==> src/rtl/core/aest_pkg.sv <==
`default_nettype none
package aest_pkg;

  // sensor and field widths
  localparam int RAW_ANGLE_W   = 14;
  localparam int ANGLE_BITS_D  = 14;
  localparam int SCALE_W       = 24;
  localparam int SPEED_W       = 16;
  localparam int TICK_W        = 32;
  localparam int CFG_INDEX_W   = 4;
  localparam int CFG_DATA_W    = 24;

  // speed scale is Q16
  localparam int SCALE_FRAC_W  = 16;

  // configuration reset values
  localparam logic [SCALE_W-1:0] SPEED_SCALE_RST = 24'd920;

  // configuration register indexes
  localparam logic [CFG_INDEX_W-1:0] CFG_SPEED_SCALE = 4'd0;
  localparam logic [CFG_INDEX_W-1:0] CFG_REVERSE     = 4'd1;

  // item opcodes
  localparam logic OP_SAMPLE = 1'b0;
  localparam logic OP_PROBE  = 1'b1;

  typedef struct packed {
    logic                   op;
    logic [RAW_ANGLE_W-1:0] raw_angle;
    logic                   access_ok;
  } aest_in_t;

  typedef struct packed {
    logic signed [SPEED_W-1:0] speed_mm_s;
    logic signed [TICK_W-1:0]  tick_total;
    logic                      online;
  } aest_out_t;

  typedef struct packed {
    logic [SCALE_W-1:0] speed_scale;
    logic               reverse_direction;
  } aest_cfg_t;

endpackage
`default_nettype wire

==> src/rtl/core/aest_speed.sv <==
`default_nettype none
module aest_speed #(
  parameter int ANGLE_BITS = aest_pkg::ANGLE_BITS_D
) (
  input  wire logic signed [ANGLE_BITS:0]             delta,
  input  wire logic [aest_pkg::SCALE_W-1:0]           speed_scale,
  output logic signed [aest_pkg::SPEED_W-1:0]         speed
);
  import aest_pkg::*;

  localparam int PROD_W = ANGLE_BITS + SCALE_W;
  localparam int Q_W    = PROD_W + 1 - SCALE_FRAC_W;

  logic [ANGLE_BITS:0]   delta_neg;
  logic [ANGLE_BITS-1:0] mag;
  logic [PROD_W-1:0]     prod;
  logic [PROD_W:0]       rounded;
  logic [Q_W-1:0]        q;
  logic [SPEED_W-1:0]    q_low;

  // magnitude of the delta, at most half a turn
  assign delta_neg = -delta;
  assign mag = delta[ANGLE_BITS] ? delta_neg[ANGLE_BITS-1:0] : delta[ANGLE_BITS-1:0];

  // scale, round half away from zero on the magnitude
  assign prod    = PROD_W'(mag) * PROD_W'(speed_scale);
  assign rounded = (PROD_W + 1)'(prod) + (PROD_W + 1)'(1 << (SCALE_FRAC_W - 1));
  assign q       = rounded[PROD_W:SCALE_FRAC_W];
  assign q_low   = q[SPEED_W-1:0];

  // restore sign and saturate to int16
  always_comb begin
    if (delta[ANGLE_BITS]) begin
      if (q > Q_W'(32768)) speed = $signed(16'h8000);
      else                 speed = $signed(-q_low);
    end else begin
      if (q > Q_W'(32767)) speed = $signed(16'h7fff);
      else                 speed = $signed(q_low);
    end
  end

endmodule
`default_nettype wire

==> src/rtl/core/aest_track.sv <==
`default_nettype none
module aest_track #(
  parameter int ANGLE_BITS = aest_pkg::ANGLE_BITS_D
) (
  input  wire logic                clk,
  input  wire logic                rst_n,
  input  wire logic                step,
  input  wire aest_pkg::aest_in_t  item,
  input  wire aest_pkg::aest_cfg_t cfg,
  output aest_pkg::aest_out_t      result
);
  import aest_pkg::*;

  localparam int TURN = 1 << ANGLE_BITS;
  localparam int HALF = TURN / 2;
  localparam logic signed [ANGLE_BITS:0] TURN_S     = (ANGLE_BITS + 1)'(TURN);
  localparam logic signed [ANGLE_BITS:0] HALF_S     = (ANGLE_BITS + 1)'(HALF);
  localparam logic signed [ANGLE_BITS:0] NEG_HALF_S = -HALF_S;

  logic [ANGLE_BITS-1:0] prev_angle_r, prev_angle_nxt;
  logic                  prev_valid_r, prev_valid_nxt;
  logic                  online_r, online_nxt;
  logic [TICK_W-1:0]     ticks_r, ticks_nxt;

  logic [ANGLE_BITS-1:0]        angle;
  logic signed [ANGLE_BITS:0]   diff;
  logic signed [ANGLE_BITS:0]   delta_unw;
  logic signed [ANGLE_BITS:0]   delta;
  logic signed [SPEED_W-1:0]    speed_calc;
  logic signed [SPEED_W-1:0]    speed;

  // take the low angle bits of the raw sample, or zero-extend it when the angle is wider
  generate
    if (ANGLE_BITS <= RAW_ANGLE_W) begin : g_trunc
      assign angle = item.raw_angle[ANGLE_BITS-1:0];
    end else begin : g_ext
      assign angle = {{(ANGLE_BITS - RAW_ANGLE_W){1'b0}}, item.raw_angle};
    end
  endgenerate

  // unwrap across the full-turn boundary, half turn kept as is
  assign diff = $signed({1'b0, angle}) - $signed({1'b0, prev_angle_r});

  always_comb begin
    if (diff > HALF_S)           delta_unw = diff - TURN_S;
    else if (diff < NEG_HALF_S)  delta_unw = diff + TURN_S;
    else                         delta_unw = diff;
  end

  assign delta = cfg.reverse_direction ? -delta_unw : delta_unw;

  aest_speed #(
    .ANGLE_BITS (ANGLE_BITS)
  ) u_speed (
    .delta       (delta),
    .speed_scale (cfg.speed_scale),
    .speed       (speed_calc)
  );

  // per-transaction state update
  always_comb begin
    prev_angle_nxt = prev_angle_r;
    prev_valid_nxt = prev_valid_r;
    online_nxt     = online_r;
    ticks_nxt      = ticks_r;
    speed          = '0;
    if (item.op == OP_SAMPLE) begin
      if (online_r) begin
        if (!item.access_ok) begin
          online_nxt = 1'b0;
        end else if (!prev_valid_r) begin
          prev_angle_nxt = angle;
          prev_valid_nxt = 1'b1;
        end else begin
          prev_angle_nxt = angle;
          ticks_nxt      = ticks_r + TICK_W'(delta);
          speed          = speed_calc;
        end
      end
    end else begin
      if (!online_r && item.access_ok) begin
        online_nxt     = 1'b1;
        prev_valid_nxt = 1'b0;
      end
    end
  end

  assign result.speed_mm_s = speed;
  assign result.tick_total = $signed(ticks_nxt);
  assign result.online     = online_nxt;

  // tracker state
  always_ff @(posedge clk) begin
    if (!rst_n) begin
      prev_angle_r <= '0;
      prev_valid_r <= 1'b0;
      online_r     <= 1'b0;
      ticks_r      <= '0;
    end else if (step) begin
      prev_angle_r <= prev_angle_nxt;
      prev_valid_r <= prev_valid_nxt;
      online_r     <= online_nxt;
      ticks_r      <= ticks_nxt;
    end
  end

endmodule
`default_nettype wire

==> src/rtl/core/absolute_encoder_tick_speed_tracker.sv <==
// An accepted transaction goes into the input stage register, and its result into
// the result register when that is empty or out_ready is high; out_valid follows it.
// One transaction per cycle unless out_ready stalls the result register; the
// unwrap, tick add and speed multiply are combinational between the registers.
// Reset (rst_n low, synchronous): channel offline, no previous angle, tick
// total zero, speed_scale 920, reverse_direction 0, both pipeline stages empty.
`default_nettype none
module absolute_encoder_tick_speed_tracker #(
  parameter int ANGLE_BITS = aest_pkg::ANGLE_BITS_D
) (
  input  wire logic                                clk,
  input  wire logic                                rst_n,
  input  wire logic                                in_valid,
  output logic                                     in_ready,
  input  wire aest_pkg::aest_in_t                  in_data,
  output logic                                     out_valid,
  input  wire logic                                out_ready,
  output aest_pkg::aest_out_t                      out_data,
  input  wire logic                                cfg_valid,
  output logic                                     cfg_ready,
  input  wire logic [aest_pkg::CFG_INDEX_W-1:0]    cfg_index,
  input  wire logic [aest_pkg::CFG_DATA_W-1:0]     cfg_data
);
  import aest_pkg::*;

  logic       s0_valid_r, s0_valid_nxt;
  aest_in_t   s0_data_r;
  logic       out_valid_r, out_valid_nxt;
  aest_out_t  out_data_r;
  aest_cfg_t  cfg_r, cfg_nxt;
  aest_out_t  result;
  logic       advance;
  logic       step;

  // pipeline flow control
  assign advance  = !out_valid_r || out_ready;
  assign step     = s0_valid_r && advance;
  assign in_ready = !s0_valid_r || advance;

  assign s0_valid_nxt  = (in_valid && in_ready) ? 1'b1 : (step ? 1'b0 : s0_valid_r);
  assign out_valid_nxt = advance ? s0_valid_r : out_valid_r;

  // configuration writes
  assign cfg_ready = 1'b1;

  always_comb begin
    cfg_nxt = cfg_r;
    if (cfg_valid) begin
      case (cfg_index)
        CFG_SPEED_SCALE: cfg_nxt.speed_scale       = cfg_data[SCALE_W-1:0];
        CFG_REVERSE:     cfg_nxt.reverse_direction = cfg_data[0];
        default:         cfg_nxt = cfg_r;
      endcase
    end
  end

  aest_track #(
    .ANGLE_BITS (ANGLE_BITS)
  ) u_track (
    .clk    (clk),
    .rst_n  (rst_n),
    .step   (step),
    .item   (s0_data_r),
    .cfg    (cfg_r),
    .result (result)
  );

  // control registers
  always_ff @(posedge clk) begin
    if (!rst_n) begin
      s0_valid_r  <= 1'b0;
      out_valid_r <= 1'b0;
      cfg_r       <= '{speed_scale: SPEED_SCALE_RST, reverse_direction: 1'b0};
    end else begin
      s0_valid_r  <= s0_valid_nxt;
      out_valid_r <= out_valid_nxt;
      cfg_r       <= cfg_nxt;
    end
  end

  // payload registers
  always_ff @(posedge clk) begin
    if (in_valid && in_ready) begin
      s0_data_r <= in_data;
    end
    if (step) begin
      out_data_r <= result;
    end
  end

  assign out_valid = out_valid_r;
  assign out_data  = out_data_r;

endmodule
`default_nettype wire

==> config.mk <==
export PLATFORM = sky130hd
export DESIGN_NAME = absolute_encoder_tick_speed_tracker
export DESIGN_NICKNAME = d
export VERILOG_FILES = /design/src/rtl/core/aest_pkg.sv /design/src/rtl/core/aest_speed.sv /design/src/rtl/core/aest_track.sv /design/src/rtl/core/absolute_encoder_tick_speed_tracker.sv
export SDC_FILE = /design/constraint.sdc
export NUM_CORES = 1
export LEC_CHECK = 0
export ABC_CLOCK_PERIOD_IN_PS = 12030
export BUFFER_PORTS_ARGS = -buffer_cell sky130_fd_sc_hd__buf_2
export CORE_ASPECT_RATIO = 1.5
export CORE_MARGIN = 1.5
export CORE_UTILIZATION = 45
export DETAILED_ROUTE_END_ITERATION = 8
export PLACE_DENSITY = 0.75
export SLEW_MARGIN = 20
export SYNTH_ARGS = -nofsm -noshare
export SYNTH_HDL_FRONTEND = slang
export SYNTH_SLANG_ARGS = --single-unit
==> constraint.sdc <==
create_clock -name clk -period 12.03 [get_ports clk]
set_input_delay 2.406 -clock clk [delete_from_list [all_inputs] [get_ports clk]]
set_output_delay 2.406 -clock clk [all_outputs]
set_load 0.005 [all_outputs]
Word level (Yosys, flattened, before mapping)
Index checks and enable logic that the tools add are counted.
{"block": "word_totals", "regBits": 140, "output_inout_bits": 52, "word_cells": 71}
{"block": "classes", "addsub": 8, "n_mul": 1, "magnitude_cmp": 4, "n_eq_ne": 2, "muxes": 21, "bitwise": 4, "reduce_logical": 17}
{"op": "32-bit 2-to-1 mux", "count": 4}
{"op": "16-bit 2-to-1 mux", "count": 3}
{"op": "15-bit 2-to-1 mux", "count": 3}
{"op": "38-bit by 16-bit adder with 39-bit output (second input constant)", "count": 1}
{"op": "14-bit by 24-bit multiplier with 38-bit output", "count": 1}
{"op": "32-bit adder", "count": 1}
{"op": "23-bit by 15-bit greater-than comparator with 1-bit output (second input constant)", "count": 1}
{"op": "23-bit by 16-bit greater-than comparator with 1-bit output (second input constant)", "count": 1}
{"op": "16-bit negator", "count": 1}
{"op": "15-bit adder (second input constant)", "count": 1}
{"op": "15-bit greater-than comparator (second input constant)", "count": 1}
{"op": "15-bit by 14-bit < comparator with 1-bit output (second input constant)", "count": 1}
{"op": "15-bit negator", "count": 1}
{"op": "14-bit by 14-bit subtractor with 15-bit output", "count": 1}
{"op": "15-bit subtractor (second input constant)", "count": 1}
{"op": "14-bit 2-to-1 mux", "count": 1}
{"op": "14-bit negator", "count": 1}
{"op": "1-bit 2-to-1 mux", "count": 10}
{"op": "4-bit AND reduction", "count": 2}
{"op": "2-bit nonzero test", "count": 3}
{"op": "4-bit by 1-bit == test with 1-bit output (second input constant)", "count": 1}
{"op": "4-bit zero test", "count": 1}
{"op": "1-bit inverter", "count": 4}
{"op": "2-bit AND reduction", "count": 2}
{"op": "other kinds (5)", "count": 10}

Logic depth before layout (Yosys ltp)
Gate-level depths: netlist (run 1).
{"block": "logic_depth", "depth_word": 13, "mapped_depth": 48}

Cells and area by module
From an unflattened synthesis (run 1), not the netlist that was laid out.
{"block": "hier_totals", "cells_unflattened": 2344, "area_unflattened_um2": 20342.0}
{"mod": "aest_speed", "instances": 1, "cells_each": 1470, "area_each_um2": 12260.5, "seq_area_each_um2": 0.0}
{"mod": "aest_track", "instances": 1, "cells_each": 688, "area_each_um2": 4994.8, "seq_area_each_um2": 960.9}
{"mod": "absolute_encoder_tick_speed_tracker", "instances": 1, "cells_each": 186, "area_each_um2": 3086.7, "seq_area_each_um2": 2492.4}

Worst setup path after synthesis (run 1)
Ideal clock, no wire load.
{"block": "synth_path", "kind": "flip-flop to flip-flop", "from": "register s0_data_r[1] (netlist name)", "to": "register out_data_r (netlist bit out_data[39]), data pin", "setup_time_ns": 0.264, "arrival_ns": 10.957, "required_time_ns": 11.766, "setup_slack_ns": 0.809, "path_stages_with_launch": 47, "period_less_slack_ns": 11.221, "cell_sequence": "edfxtp_1 -> inv_1 -> ha_1 -> inv_1 -> fa_1 -> a21o_1 -> a21oi_1 -> xor2_1 -> nand3_1 -> or3_4 -> nor4b_4 -> mux2i_2 -> nand2_1 -> o21ai_1 -> inv_1 -> clkbuf_1 -> nand2_1 -> xnor2_1 -> [... 11 more ...] -> ha_1 -> clkbuf_1 -> a21o_1 -> a21o_1 -> a21o_1 -> a21o_1 -> a21oi_1 -> o21bai_1 -> a221o_1 -> a21oi_1 -> nand2_2 -> a21oi_1 -> xnor2_1 -> or4_1 -> buf_2 -> buf_6 -> o31ai_1 -> o21ai_1"}
{"block": "synth_between", "elab_chain_len": 13, "elab_cells_between_ends": 19}
{"element": "start: declaration", "line_no": "absolute_encoder_tick_speed_tracker.sv:27", "text": "aest_in_t s0_data_r;"}
{"element": "start signal: assignment", "line_no": "absolute_encoder_tick_speed_tracker.sv:84", "text": "s0_data_r <= in_data;"}
{"element": "14-bit by 14-bit subtractor with 15-bit output (*)", "line_no": "aest_track.sv:42", "text": "assign diff = $signed({1'b0, angle}) - $signed({1'b0, prev_angle_r});"}
{"element": "15-bit adder / 15-bit by 14-bit < comparator with 1-bit output (equally long branches)", "line_no": "aest_track.sv:46", "text": "else if (diff < NEG_HALF_S) delta_unw = diff + TURN_S;"}
{"element": "15-bit 2-to-1 mux", "line_no": "aest_track.sv:46"}
{"element": "15-bit 2-to-1 mux (*)", "line_no": "aest_track.sv:45", "text": "if (diff > HALF_S) delta_unw = diff - TURN_S;"}
{"element": "15-bit negator", "line_no": "aest_track.sv:50", "text": "assign delta = cfg.reverse_direction ? -delta_unw : delta_unw;"}
{"element": "15-bit 2-to-1 mux (*)", "line_no": "aest_track.sv:50"}
{"element": "14-bit negator", "line_no": "aest_speed.sv:22", "text": "assign delta_neg = -delta;"}
{"element": "14-bit 2-to-1 mux", "line_no": "aest_speed.sv:23", "text": "assign mag = delta[ANGLE_BITS] ? delta_neg[ANGLE_BITS-1:0] : delta[ANGLE_BITS-1:0];"}
{"element": "14-bit by 24-bit multiplier with 38-bit output", "line_no": "aest_speed.sv:26", "text": "assign prod = PROD_W'(mag) * PROD_W'(speed_scale);"}
{"element": "38-bit by 16-bit adder with 39-bit output", "line_no": "aest_speed.sv:27", "text": "assign rounded = (PROD_W + 1)'(prod) + (PROD_W + 1)'(1 << (SCALE_FRAC_W - 1));"}
{"element": "23-bit by 15-bit greater-than comparator with 1-bit output, or another cell as far along", "line_no": "aest_speed.sv:37", "text": "if (q > Q_W'(32767)) speed = $signed(16'h7fff);"}
{"element": "16-bit 2-to-1 mux, on equally long branches", "line_no": "aest_speed.sv:37, aest_speed.sv:34"}
{"element": "16-bit 2-to-1 mux (*)", "line_no": "aest_speed.sv:33", "text": "if (delta[ANGLE_BITS]) begin"}
{"element": "end signal: assignment", "line_no": "absolute_encoder_tick_speed_tracker.sv:87", "text": "out_data_r <= result;"}
{"element": "end: declaration", "line_no": "absolute_encoder_tick_speed_tracker.sv:29", "text": "aest_out_t out_data_r;"}
Mark *: on every way between the ends. The rest lies on a longest branch, timed or not.
A chain may end at the register's enable or synchronous reset.

Worst setup path in the final report (run 1)
{"block": "layout_path", "from": "register s0_data_r[1] (netlist name)", "to": "register out_data_r (netlist bit out_data[35]), data pin"}
Same word-level chain as after synthesis.

==> results of run 1 <==
-- worst reg2reg max path: cells and delay by family, from the launching register on --
kind	cells	cell delay, ns
mux	1	0.25
buf+inv	6	0.50
xor+xnor	2	0.63
simple gates	7	2.01
flops	1	0.39
fa+ha+maj	9	4.11
compound gates	16	3.23
-- power by group through the flow --
stage	sequential (mW)	clock (mW)	combinational [mW]
2_1_floorplan	0.528	0	3.62
3_3_place_gp	0.535	0	4.73
3_5_place_dp	0.535	0	4.81
4_1_cts	0.524	0.515	4.89
5_1_grt	0.526	0.536	5.56
6_report	0.525	0.512	5.03
-- routing by layer --
metal / wire length, um / GRT usage (%)
met1: 20200 / 29.0
met2: 26200 / 42.4
met3: 3500 / 3.79
met4: 2290 / 11.0
met5: 48 / 0
-- synth_stat cells, drive strengths merged, types with 14 or more instances --
master  number  area (um2)
and2       135         845
ha         170        2130
clkbuf      95         357
inv        336        1260
fa         264        5290
xor2        35         307
or3         20         130
a21oi       95         475
nor2b       31         194
a21boi      23         173
nor2        71         267
o21ai       84         424
o31ai       20         150
edfxtp      65        1950
xnor2       56         490
nand3       35         175
and3        14        87.6
nand2      403        1520
dfxtp       75        1500
a21o        42         315
nor3        22         115
-- worst min-delay path by stage --
stage                                   from                        to  slack, ns  depth (start not counted)
global route         u_track.prev_angle_r[8]   u_track.prev_angle_r[8]       0.47                          2
global placement    u_track.prev_angle_r[11]  u_track.prev_angle_r[11]       0.44                          2
CTS                 u_track.prev_angle_r[11]  u_track.prev_angle_r[11]       0.46                          2
finish               u_track.prev_angle_r[8]   u_track.prev_angle_r[8]       0.46                          2
floorplan           u_track.prev_angle_r[10]  u_track.prev_angle_r[10]       0.44                          2
detailed placement  u_track.prev_angle_r[11]  u_track.prev_angle_r[11]       0.45                          2
-- registers in the layout, summed over array words and instances (netlist names) --
register / cells
out_valid: 1
cfg_r: 25
u_track.ticks_r: 32
u_track.prev_valid_r: 1
s0_valid_r: 1
s0_data_r: 16
u_track.online_r: 1
out_data: 49
u_track.prev_angle_r: 14
-- cell families after synthesis --
kind of cell	count (synthesis)	synth area share (%)
other	1	0.0192
adders and majority gates	439	38.1
muxes	3	0.173
AOI/OAI and AO/OA	355	12.0
DFF	140	17.6
and+or+nand+nor	798	19.5
xor gates and xnor gates	91	4.07
buffers and inverters	438	8.47
-- cell type report --
| class | instances | area [um2] | area share (%) |
|---|---|---|---|
| clock buffer | 19 | 443 | 2.06 |
| clock inverter | 13 | 108 | 0.499 |
| inverter | 337 | 1260 | 5.87 |
| multi-input combinational | 1688 | 14700 | 68.2 |
| sequential | 140 | 3450 | 16.0 |
| tap | 570 | 713 | 3.31 |
| timing repair buffer | 147 | 872 | 4.05 |
-- stage by stage --
step	worst slack, ns	util, %	setup TNS (ns)
final	0.638	50.2	0
after global routing	-0.00854	50.2	-0.0110
after CTS	0.127	49.6	0
after detailed placement	-0.0287	48.2	-0.0837
after global placement	0.272	48.2	0
after floorplan	0.809	-	0
-- timing repair --
| item | in CTS | in global routing |
|---|---|---|
| pin swaps | 1 | 6 |
| cloned | 0 | 1 |
| setup buffers | 2 | 18 |
| resized for setup | 5 | 13 |
| endpoints found under the setup margin | 14 | 16 |
-- cell usage in the layout, fill, tap and decap left out, types with 21 or more instances in the layout --
cell type	instances
nor2b_1	30
fa_1	264
edfxtp_1	65
nand2_1	402
nand3_1	34
a21o_1	42
nor3_1	21
ha_1	170
dfxtp_1	75
nor2_1	70
and2_1	135
a21boi_0	23
xor2_1	32
inv_1	335
xnor2_1	45
a21oi_1	93
buf_4	46
buf_2	99
o21ai_0	69
==> results.toml, run 1 <==
[clock_network]
clk_pin_slew_ns = 0.07
ctsHoldBuffers = 0
h-tree-depth = 4
numCtsBuffers = 17
cts_tree = "yes"
clock_path_buffers = 2
clkSinkCount = 140
cts_root_buf = "clkbuf_16"
insertion_delay_ns = 0.45

[yosys]
ys_seq_elements = 140
ys_types = 80
synth_edf_count = 65
yosys_warnings = 0
syn_nets = 2748
synth_area_per_cell_um2 = 8.64
synthCells = 2265
async_flop_share_pct = 0
synth_ff_type = "dfxtp_1"
synth_seq_area_share_pct = 17.6
mappedNetlistArea_um2 = 19600

[final_layout]
drive_gt1_share_pct = 9.47
diodes = 0
fill_cells = 3934
area_growth_pct = 10.0
finalNetCount = 2814
final_cells = 2914
final_cell_area_um2 = 21500

[timing]
period_share_pct = 94.7
hold_viol = 0
worst_pin_slew_ns = 1.10
max_slew_margin_pct = 26.8
finalMaxSlewViolations = 0
clock_skew_ns = 0.0209
finalCriticalPeriod_ns = 11.39
max_freq_mhz = 87.8
setup_viol = 0
finalHoldWorstSlack_ns = 0.455

[global_routing]
grt_pass1_wl_um = 86400
grt_overflow = 0
grt_start_max_net_pins = 77
grt_pass1_vias = 17100
grt.total_usage_pct = 24.1
antenna_found_initial = 1

[pwr]
total_power_mw = 6.07
p_int_mw = 2.70
ir_drop_mv = 0.329
pwr-share-clk_pct = 8.4
p_sw_share_pct = 55.5
p_leak_nw = 10.3
pwr-share-comb_pct = 82.9
power_frac_seq_pct = 8.6
power.density_nw_per_um2 = 282
switchingPower_mw = 3.37

[drt]
drt.antenna.violating_nets = 0
dr.pass1.iters = 7
dr_total_vias = 16100
wl_per_cell_um = 18.0
drtIter0Drc = 1210
viasPerCell = 5.54
drt-total-wl_um = 52300
drc = 0

[die]
dieWidth_um = 173
initial_core_util_pct = 45.6
die_h_um = 258
num_io_pins = 101
dieArea_um2 = 44800
rows = 93
coreArea_um2 = 42900

[outcome]
status = "completed"

[critical_path]
r2r_slack_ns = 0.64
arrival_ns = 11.56
reg2reg_depth = 41
crit_path_frequent_cell = "fa_1"
critPathKind = "reg -> reg"
r2r-end = "out_data[35]"
crit_slowest_cell = "or4_4"
cpLargestDelayFamily = "adder cells"
crit_path_end_kind = "flip-flop"
required_ns = 12.19
cp-start-kind = "flip-flop"
timing.rr.start = "s0_data_r[1]"
critPathCapture = "out_data[35]"
max_stage_delay_ns = 0.64
critPathBufInv = 6
cp_max_fo = 15
cp-startpoint = "s0_data_r[1]"
cp_num_cells = 41

[place]
placed_area_um2 = 20700
dp_cells = 2861
gp_congestion = 0.901
dp_hpwl_um = 39900
io_buffers = 99

[worst_hold_path]
min_path_type = "reg -> reg"

[run]
max_cap_viol_count = 0
Note: power is estimated with default switching activity, not from simulation.
==> run 2: changes to the inputs <==
Settings changed: CORE_MARGIN 1.5 to 2.
==> run 2 against run 1 <==
Against the previous run: first-iteration DRC count increased by 3.1%; power is essentially flat; via count up 0.55%; highest routed layer unchanged; clock-buffer cell count is 1 higher.
==> results.toml, run 2 (synthesis gave the netlist of run 1 again) <==
[outcome]
status = "completed"

[timing]
finalMaxSlewViolations = 0
worst_pin_slew_ns = 1.03
max_freq_mhz = 87.5
clock_skew_ns = 0.0146
hold_viol = 0
max_slew_margin_pct = 31.2
period_share_pct = 95.0
setup_viol = 0
finalCriticalPeriod_ns = 11.42
finalHoldWorstSlack_ns = 0.453

[clock_network]
clk_pin_slew_ns = 0.06
clkSinkCount = 140
h-tree-depth = 4
clock_path_buffers = 2
cts_tree = "yes"
insertion_delay_ns = 0.44
cts_root_buf = "clkbuf_16"
numCtsBuffers = 17

[die]
die_h_um = 259
initial_core_util_pct = 45.6
num_io_pins = 101
dieWidth_um = 174
dieArea_um2 = 45200
coreArea_um2 = 42900
rows = 93

[global_routing]
grt_pass1_wl_um = 86600
grt_overflow = 0
antenna_found_initial = 1
grt.total_usage_pct = 23.9
grt_pass1_vias = 17300
grt_start_max_net_pins = 76

[critical_path]
arrival_ns = 11.58
crit_path_end_kind = "flip-flop"
cp_max_fo = 21
required_ns = 12.19
crit_path_frequent_cell = "fa_1"
cp-start-kind = "flip-flop"
crit_slowest_cell = "or4_4"
critPathKind = "reg -> reg"
max_stage_delay_ns = 0.64

[final_layout]
drive_gt1_share_pct = 9.20
area_growth_pct = 10.5
final_cells = 2907
diodes = 0
final_cell_area_um2 = 21600
final_common_cell = "nand2_1"
final_core_util_pct = 50.4
finalNetCount = 2807
largest_reg_flops = 49
final_cell_mix = "402 x nand2_1, 336 x inv_1, 264 x fa_1, 170 x ha_1, 135 x and2_1"

[drt]
wl_per_cell_um = 18.0
viasPerCell = 5.59
drtIter0Drc = 1247
drc = 0
dr.pass1.iters = 5
drt-total-wl_um = 52400
dr_total_vias = 16200
drt.antenna.violating_nets = 0

[place]
io_buffers = 99
dp_hpwl_um = 40300
dp_cells = 2859
placed_area_um2 = 20700
gp_congestion = 0.880

[pwr]
ir_drop_mv = 0.362
total_power_mw = 6.07
p_leak_nw = 10.3
power.density_nw_per_um2 = 281

[run]
max_cap_viol_count = 0

[worst_hold_path]
min_path_type = "reg -> reg"
[run 2: per-stage QoR]
| step | worst slack [ns] | TNS [ns] |
|---|---|---|
| after floorplan | 0.809 | 0 |
| after global placement | 0.232 | 0 |
| after detailed placement | -0.0781 | -0.154 |
| after CTS | 0.127 | 0 |
| after global routing | -0.0227 | -0.0227 |
| final | 0.606 | 0 |
[run 2: cell type report]
class | count | area, um2
clock inverter | 12 | 173
clock buffer | 20 | 468
sequential | 140 | 3450
fill | 3920 | 21300
tap | 570 | 713
multi-input combinational | 1687 | 14700
inverter | 337 | 1260
timing repair buffer | 141 | 856
[run 2: report_power, final]
part,switching [mW],internal (mW),total (mW)
logic,3.04,1.92,4.96
clock network,0.236,0.351,0.587
registers,0.0133,0.511,0.525
[run 2: metal layers]
layer / global-route usage [%] / vias up / share of wire (%)
met5: 0 / - / 0.025
met4: 10.8 / 2 / 4.3
met1: 28.1 / 8003 / 38
li1: - / 7412 / -
met2: 42.9 / 652 / 51
met3: 3.47 / 167 / 6.7
[run 2: worst max-delay path: cells and delay by family, from the launching register on]
kind                     cells  cell delay, ns
AO/OA/AOI/OAI               11            2.49
adder cells (fa/ha/maj)     10            4.44
buffers and inverters        7            0.76
flip-flops                   1            0.39
XOR/XNOR                     3            0.78
AND/OR/NAND/NOR              9            2.25
[run 2: final timing paths]
check / cells past startpoint / startpoint / to / slack (ns)
min reg2reg: 2 / u_track.prev_angle_r[11] / u_track.prev_angle_r[11] / 0.45
max: 40 / s0_data_r[1] / out_data[33] / 0.61
min: 2 / u_track.prev_angle_r[11] / u_track.prev_angle_r[11] / 0.45
max reg2reg: 40 / s0_data_r[1] / out_data[33] / 0.61
[run 2: what timing repair did]
| item | CTS | global route |
|---|---|---|
| buffers inserted | 2 | 14 |
| endpoints found under the hold margin | 0 | 0 |
| pin swaps | 1 | 6 |
| endpoints found under the setup margin | 11 | 16 |
| hold buffers | 0 | 0 |
| gates cloned | 0 | 0 |
| gates resized for setup | 3 | 18 |
